<file path="config.mk">
export PLATFORM = sky130hd
export DESIGN_NAME = rfbc_ctrl
export DESIGN_NICKNAME = d
export VERILOG_FILES = /design/src/rfbc_pkg.sv /design/src/rfbc_ctrl.sv
export SDC_FILE = /design/constraint.sdc
export NUM_CORES = 1
export LEC_CHECK = 0
export BUFFER_PORTS_ARGS = -buffer_cell sky130_fd_sc_hd__buf_2
export CAP_MARGIN = 20
export CORE_AREA = 2 2 59 61
export DETAILED_ROUTE_END_ITERATION = 6
export DIE_AREA = 0 0 61 63
export PLACE_DENSITY = 0.82
export SETUP_SLACK_MARGIN = 0.15
export SYNTH_ARGS = -nofsm -noshare
export SYNTH_HDL_FRONTEND = slang
export SYNTH_SLANG_ARGS = --single-unit
export TNS_END_PERCENT = 10
</file>
<file path="constraint.sdc">
create_clock -name i_clk -period 1.9 [get_ports i_clk]
set_clock_uncertainty 0.1 [all_clocks]
set_input_delay 0.38 -clock i_clk [delete_from_list [all_inputs] [get_ports i_clk]]
set_output_delay 0.38 -clock i_clk [all_outputs]
set_load 0.05 [all_outputs]
</file>
<file path="src/rfbc_pkg.sv">
// ----------------------------------------------------------------------------
// Frame block cache package
// Shared types, widths, status and action codes for the frame block cache.
// ----------------------------------------------------------------------------
package rfbc_pkg;

    localparam int BLOCKS_DEF  = 64;
    localparam int ENTRIES_DEF = 64;

    localparam logic [1:0] ACT_LOCK   = 2'd0;
    localparam logic [1:0] ACT_UNLOCK = 2'd1;
    localparam logic [1:0] ACT_READ   = 2'd2;

    localparam logic [1:0] ST_OK         = 2'd0;
    localparam logic [1:0] ST_NOT_FOUND  = 2'd1;
    localparam logic [1:0] ST_NO_SPACE   = 2'd2;
    localparam logic [1:0] ST_OVER_LIMIT = 2'd3;

    localparam logic CFG_BLOCK_SIZE = 1'b0;
    localparam logic CFG_BASE_ADDR  = 1'b1;

    typedef struct packed {
        logic [1:0]  action;
        logic [30:0] serial;
        logic [30:0] newest_serial;
        logic        frame_present;
        logic [23:0] frame_size;
        logic [7:0]  frame_type;
        logic [23:0] buffer_limit;
    } t_in_word;

    typedef struct packed {
        logic [1:0]  status;
        logic [32:0] entry_address;
        logic [23:0] stored_size;
        logic [7:0]  stored_type;
        logic [15:0] lock_count;
        logic [5:0]  first_block;
        logic [6:0]  block_count;
    } t_out_word;

    // Controller to datapath commands.
    typedef struct packed {
        logic load;
        logic scan_step;
        logic div_start;
        logic div_step;
        logic run_step;
        logic mem_rd;
        logic commit_lock;
        logic bump_lock;
        logic dec_lock;
        logic free_step;
        logic mul_step;
        logic fail_nf;
        logic fail_ns;
        logic fail_ol;
        logic emit;
    } t_cmd;

    // Datapath to controller status.
    typedef struct packed {
        logic scan_done;
        logic hit;
        logic has_empty;
        logic div_done;
        logic run_done;
        logic run_found;
        logic free_done;
        logic mul_done;
        logic locks_zero;
        logic over_limit;
    } t_sts;

endpackage

</file>
<file path="src/rfbc_ctrl.sv">
// ----------------------------------------------------------------------------
// Frame block cache controller
// Sequences scan, divide, run search, table read, update, block free and address multiply per word.
// ----------------------------------------------------------------------------
module rfbc_ctrl
    import rfbc_pkg::*;
(
    input  logic     i_clk,
    input  logic     i_rst_n,
    input  logic     i_in_valid,
    output logic     o_in_stall,
    output logic     o_out_valid,
    input  logic     i_out_stall,
    input  t_in_word i_in_word,
    input  t_sts     i_sts,
    output t_cmd     o_cmd
);

    localparam logic [3:0] S_IDLE = 4'd0;
    localparam logic [3:0] S_SCAN = 4'd1;
    localparam logic [3:0] S_DECIDE = 4'd2;
    localparam logic [3:0] S_DIV = 4'd3;
    localparam logic [3:0] S_RUN = 4'd4;
    localparam logic [3:0] S_RD = 4'd5;
    localparam logic [3:0] S_UPD = 4'd6;
    localparam logic [3:0] S_FREE = 4'd7;
    localparam logic [3:0] S_MUL = 4'd8;
    localparam logic [3:0] S_OUT = 4'd9;
    localparam logic [3:0] S_RD2 = 4'd10;

    logic [3:0] r_state;
    logic [3:0] n_state;
    logic [1:0] r_act;
    logic       r_present;
    logic       r_ovalid;
    logic       n_ovalid;

    assign o_in_stall  = (r_state != S_IDLE);
    assign o_out_valid = r_ovalid;

    always_comb begin
        n_state  = r_state;
        n_ovalid = r_ovalid && i_out_stall;
        o_cmd    = '0;
        case (r_state)
            S_IDLE: begin
                if (i_in_valid) begin
                    o_cmd.load = 1'b1;
                    n_state    = S_SCAN;
                end
            end
            S_SCAN: begin
                o_cmd.scan_step = 1'b1;
                if (i_sts.scan_done) begin
                    n_state = S_DECIDE;
                end
            end
            S_DECIDE: begin
                if (r_act == ACT_LOCK) begin
                    if (i_sts.hit) begin
                        o_cmd.mem_rd = 1'b1;
                        n_state      = S_RD;
                    end else if (!r_present) begin
                        o_cmd.fail_nf = 1'b1;
                        n_state       = S_OUT;
                    end else begin
                        o_cmd.div_start = 1'b1;
                        n_state         = S_DIV;
                    end
                end else if ((r_act == ACT_UNLOCK || r_act == ACT_READ) && i_sts.hit) begin
                    o_cmd.mem_rd = 1'b1;
                    n_state      = S_RD;
                end else begin
                    o_cmd.fail_nf = 1'b1;
                    n_state       = S_OUT;
                end
            end
            S_DIV: begin
                o_cmd.div_step = 1'b1;
                if (i_sts.div_done) begin
                    n_state = S_RUN;
                end
            end
            S_RUN: begin
                o_cmd.run_step = 1'b1;
                if (i_sts.run_done) begin
                    if (i_sts.run_found && i_sts.has_empty) begin
                        o_cmd.commit_lock = 1'b1;
                        n_state           = S_MUL;
                    end else begin
                        o_cmd.fail_ns = 1'b1;
                        n_state       = S_OUT;
                    end
                end
            end
            S_RD: begin
                n_state = S_RD2;
            end
            S_RD2: begin
                if (r_act == ACT_LOCK) begin
                    o_cmd.bump_lock = 1'b1;
                    n_state         = S_MUL;
                end else if (r_act == ACT_UNLOCK) begin
                    o_cmd.dec_lock = 1'b1;
                    n_state        = S_UPD;
                end else if (i_sts.over_limit) begin
                    o_cmd.fail_ol = 1'b1;
                    n_state       = S_OUT;
                end else begin
                    n_state = S_MUL;
                end
            end
            S_UPD: begin
                n_state = i_sts.locks_zero ? S_FREE : S_MUL;
            end
            S_FREE: begin
                o_cmd.free_step = 1'b1;
                if (i_sts.free_done) begin
                    n_state = S_MUL;
                end
            end
            S_MUL: begin
                o_cmd.mul_step = 1'b1;
                if (i_sts.mul_done) begin
                    n_state = S_OUT;
                end
            end
            S_OUT: begin
                if (!r_ovalid || !i_out_stall) begin
                    o_cmd.emit = 1'b1;
                    n_ovalid   = 1'b1;
                    n_state    = S_IDLE;
                end
            end
            default: begin
                n_state = S_IDLE;
            end
        endcase
    end

    always_ff @(posedge i_clk) begin
        if (!i_rst_n) begin
            r_state  <= S_IDLE;
            r_ovalid <= 1'b0;
        end else begin
            r_state  <= n_state;
            r_ovalid <= n_ovalid;
        end
        if (o_cmd.load) begin
            r_act     <= i_in_word.action;
            r_present <= i_in_word.frame_present;
        end
    end

endmodule

</file>
==> metrics <==
status finished with violations; failing checks setup timing; WL/cell 16.0 um; Nets 274; worst r2r dst r_state[3]; Max FO, Critical Path 2; Routed Antenna Nets 0; ANT cells 0; DPL Wire Length 1840 um; Root Buffer Master clkbuf_4; R2R setup slack 0.11 ns; global-route wire length before repair 4420 um; Routed WL 2920 um; I/O Pins 152; Final period util 102%; worst vdd ir 754 uV; pwr/cell area 1200 nW/um2; CP endpoint o_cmd[3]; Max Slew Vio Count 0; uppermost layer routed met4; Slew HR 77.9%; CTS tree done; crit end category output port; row cnt 21; residual DRC count 0; Total GRT Usage 15.4%; total CTS buffers 3; Post-Syn Nets 226; final worst slack -0.0399 ns; Synthesis Warnings 0; M1 WL 1090 um; Area Growth Syn to Fin 85.1%; sequential area share after synthesis 27.0%; Synth area leaders dfxtp_1 (14%), edfxtp_1 (13%), nand2_1 (5.9%); final setup vio count 4; global route overflow 0; die width 61 um; Synth Cell Area 706 um2; HP Class input pin to flip-flop; vias per cell 5.01; via count 911; starting density of the core 21.8%; DR WL met2 1520 um; port buffer count 33; worst r2r path cells 7; worst-skew pair later-pin latency 0.29 ns; Sw Ratio 49.2%; final worst path period need 1.94 ns; Cell Int Power 0.000799 W; initial antenna violation count 0; H-tree Lvls 1; MaxCap Viol Count 0; RSZ-0062 raised after global routing yes; DRT Pass-1 Iters 4; Least-Margin Pin Slew 0.328 ns; beginning of the critical path r_act[0]; die height 63 um; Post-CTS Hold Buffers 0; final hold slack 0.163 ns; Psw 0.000773 W; die area 3840 um2; Hold Path Stages 1; Mapped Avg Cell Area 7.93 um2; WL met3 155 um; vias in the first global route 940; Final Hold Viols 0; DR iter-0 viols 37; reg-to-reg startpoint r_act[1]; part of the power in registers 20.2%; placed instance area 1020 um2; placed cell count 175; Cell variety after synth 35; dominant cell type by area after synthesis dfxtp_1; Post-Layout Cell Count 182; share of the synthesized area in the top cell type 14.2%; final instance area 1310 um2; kind of start point of the critical path flip-flop; share of cells above drive strength 1 62.5%; clock share of power 10.4%; pin count of the biggest net entering global routing 14; CTS max path bufs 2; Final Util 40.4%; clock-pin slew on the worst setup and hold paths 0.07 ns; pre-CTS WS 0.121 ns; Fmax 515 MHz; combinational share of power 69.4%; Cells after Synth 89; #FFs+latches synth 8; P_leak 0.547 nW; Clock Sinks 8; CP required 1.42 ns; crit path DAT 1.46 ns; critical path class flip-flop to output port; core area 3230 um2; Final Wtd Congestion 0.861
-- power by group through the flow --
stage	combinational (W)	clock [W]	sequential, W
floorplan	0.000622	0	0.000258
global placement	0.000824	0	0.000279
detailed placement	0.000843	0	0.000282
CTS	0.000991	0.000156	0.000308
global route	0.00116	0.000167	0.000322
finish	0.00109	0.000163	0.000318
-- worst max-delay path, stage by stage, from the launching register on --
cell      delay [ns]
edfxtp_1        0.42
inv_2           0.10
ha_4            0.21
nor2_2          0.07
nor2_1          0.05
nor2_2          0.14
buf_6           0.18
-- synth_stat cells --
library cell and instances:
nor2_2 2, a31oi_1 2, o211ai_1 1, nor2_1 10, a22oi_1 1, buf_2 3, nand2_1 11, nand3_1 1
nor4b_1 2, dfxtp_1 5, and4_1 1, o31ai_1 2, a211oi_1 1, nor2b_1 3, and2_1 3, a22o_1 1
nand4b_1 1, and2b_1 1, inv_1 3, clkbuf_1 1, buf_6 1, nor3_4 1, ha_1 2, edfxtp_1 3
a31oi_4 1, o21ai_0 5, nor3_1 1, a21oi_1 5, nand3b_1 1, or4_4 1, nand2b_1 1, nor3_2 1
mux2i_1 4, a21boi_0 2, and3_1 5
-- cells by family (layout without fill, tap and decap cells) --
group / after synthesis / count (layout) / share of synthesized area, %
adder cells (fa/ha/maj): 2 / 2 / 3.55
flip-flops: 8 / 8 / 27.0
multiplexers: 4 / 4 / 5.67
buffers and inverters: 8 / 55 / 5.85
AO/OA/AOI/OAI: 21 / 21 / 20.6
AND/OR/NAND/NOR: 46 / 46 / 37.4
-- metal layers --
metal | up-vias | global-route usage, %
li1 | 415 | -
met4 | 0 | 9.51
met2 | 57 | 25.5
met5 | - | 0
met1 | 424 | 17.7
met3 | 15 | 2.48
-- metrics by stage --
step | total power, W | setup TNS (ns)
after floorplan | 0.000880 | -0.276
after global placement | 0.00110 | 0
after detailed placement | 0.00113 | 0
after CTS | 0.00145 | -0.0642
after global routing | 0.00165 | -0.231
final | 0.00157 | -0.0872
-- how the worst min path moves through the flow --
stage / start / end / slack (ns)
after floorplan: i_in_word[119] / r_act[0] / 0.38
after detailed placement: o_out_valid / o_out_valid / 0.42
after global placement: o_out_valid / o_out_valid / 0.42
final: i_in_word[56] / r_present / 0.16
after global routing: i_in_word[120] / r_act[1] / 0.18
after CTS: i_in_word[56] / r_present / 0.17
-- final cells by class --
type                    count  area, um2
fillers                   310       1930
inverters                   3       11.3
flip-flops and latches      8        205
repair buffers             48        403
clock buffers               4       26.3
well taps                  46       57.6
multi-input cells          73        603
-- what timing repair did --
item	in CTS	in global routing
setup buffers	2	1
cloned	0	0
pin swaps	6	10
resized for setup	53	20
setup endpoints to repair	17	17
-- cells in the final DEF, fill, tap and decap left out, types with 2 or more instances in the layout --
cell type / synthesis / layout
buf_2: 3 / 19
a31oi_1: 2 / 2
nor2_4: 0 / 2
a21oi_1: 5 / 3
o31ai_1: 2 / 2
nor2b_4: 0 / 2
buf_8: 0 / 7
and2_4: 0 / 2
clkbuf_4: 0 / 3
nand2_2: 0 / 2
nor3_4: 1 / 3
a21boi_0: 2 / 2
inv_2: 0 / 2
edfxtp_1: 3 / 3
nor2_1: 10 / 6
o21ai_0: 5 / 4
nand2_1: 11 / 8
and3_4: 0 / 4
buf_4: 0 / 12
nor4b_1: 2 / 2
dfxtp_4: 0 / 4
nor2_2: 2 / 4
mux2i_1: 4 / 4
buf_6: 1 / 10
-- flip-flops by register name, indices dropped and copies added, names as in the netlist --
name and count:
o_out_valid 1, r_act 2, r_present 1, r_state 4
Power figures use the tool's default switching activity.
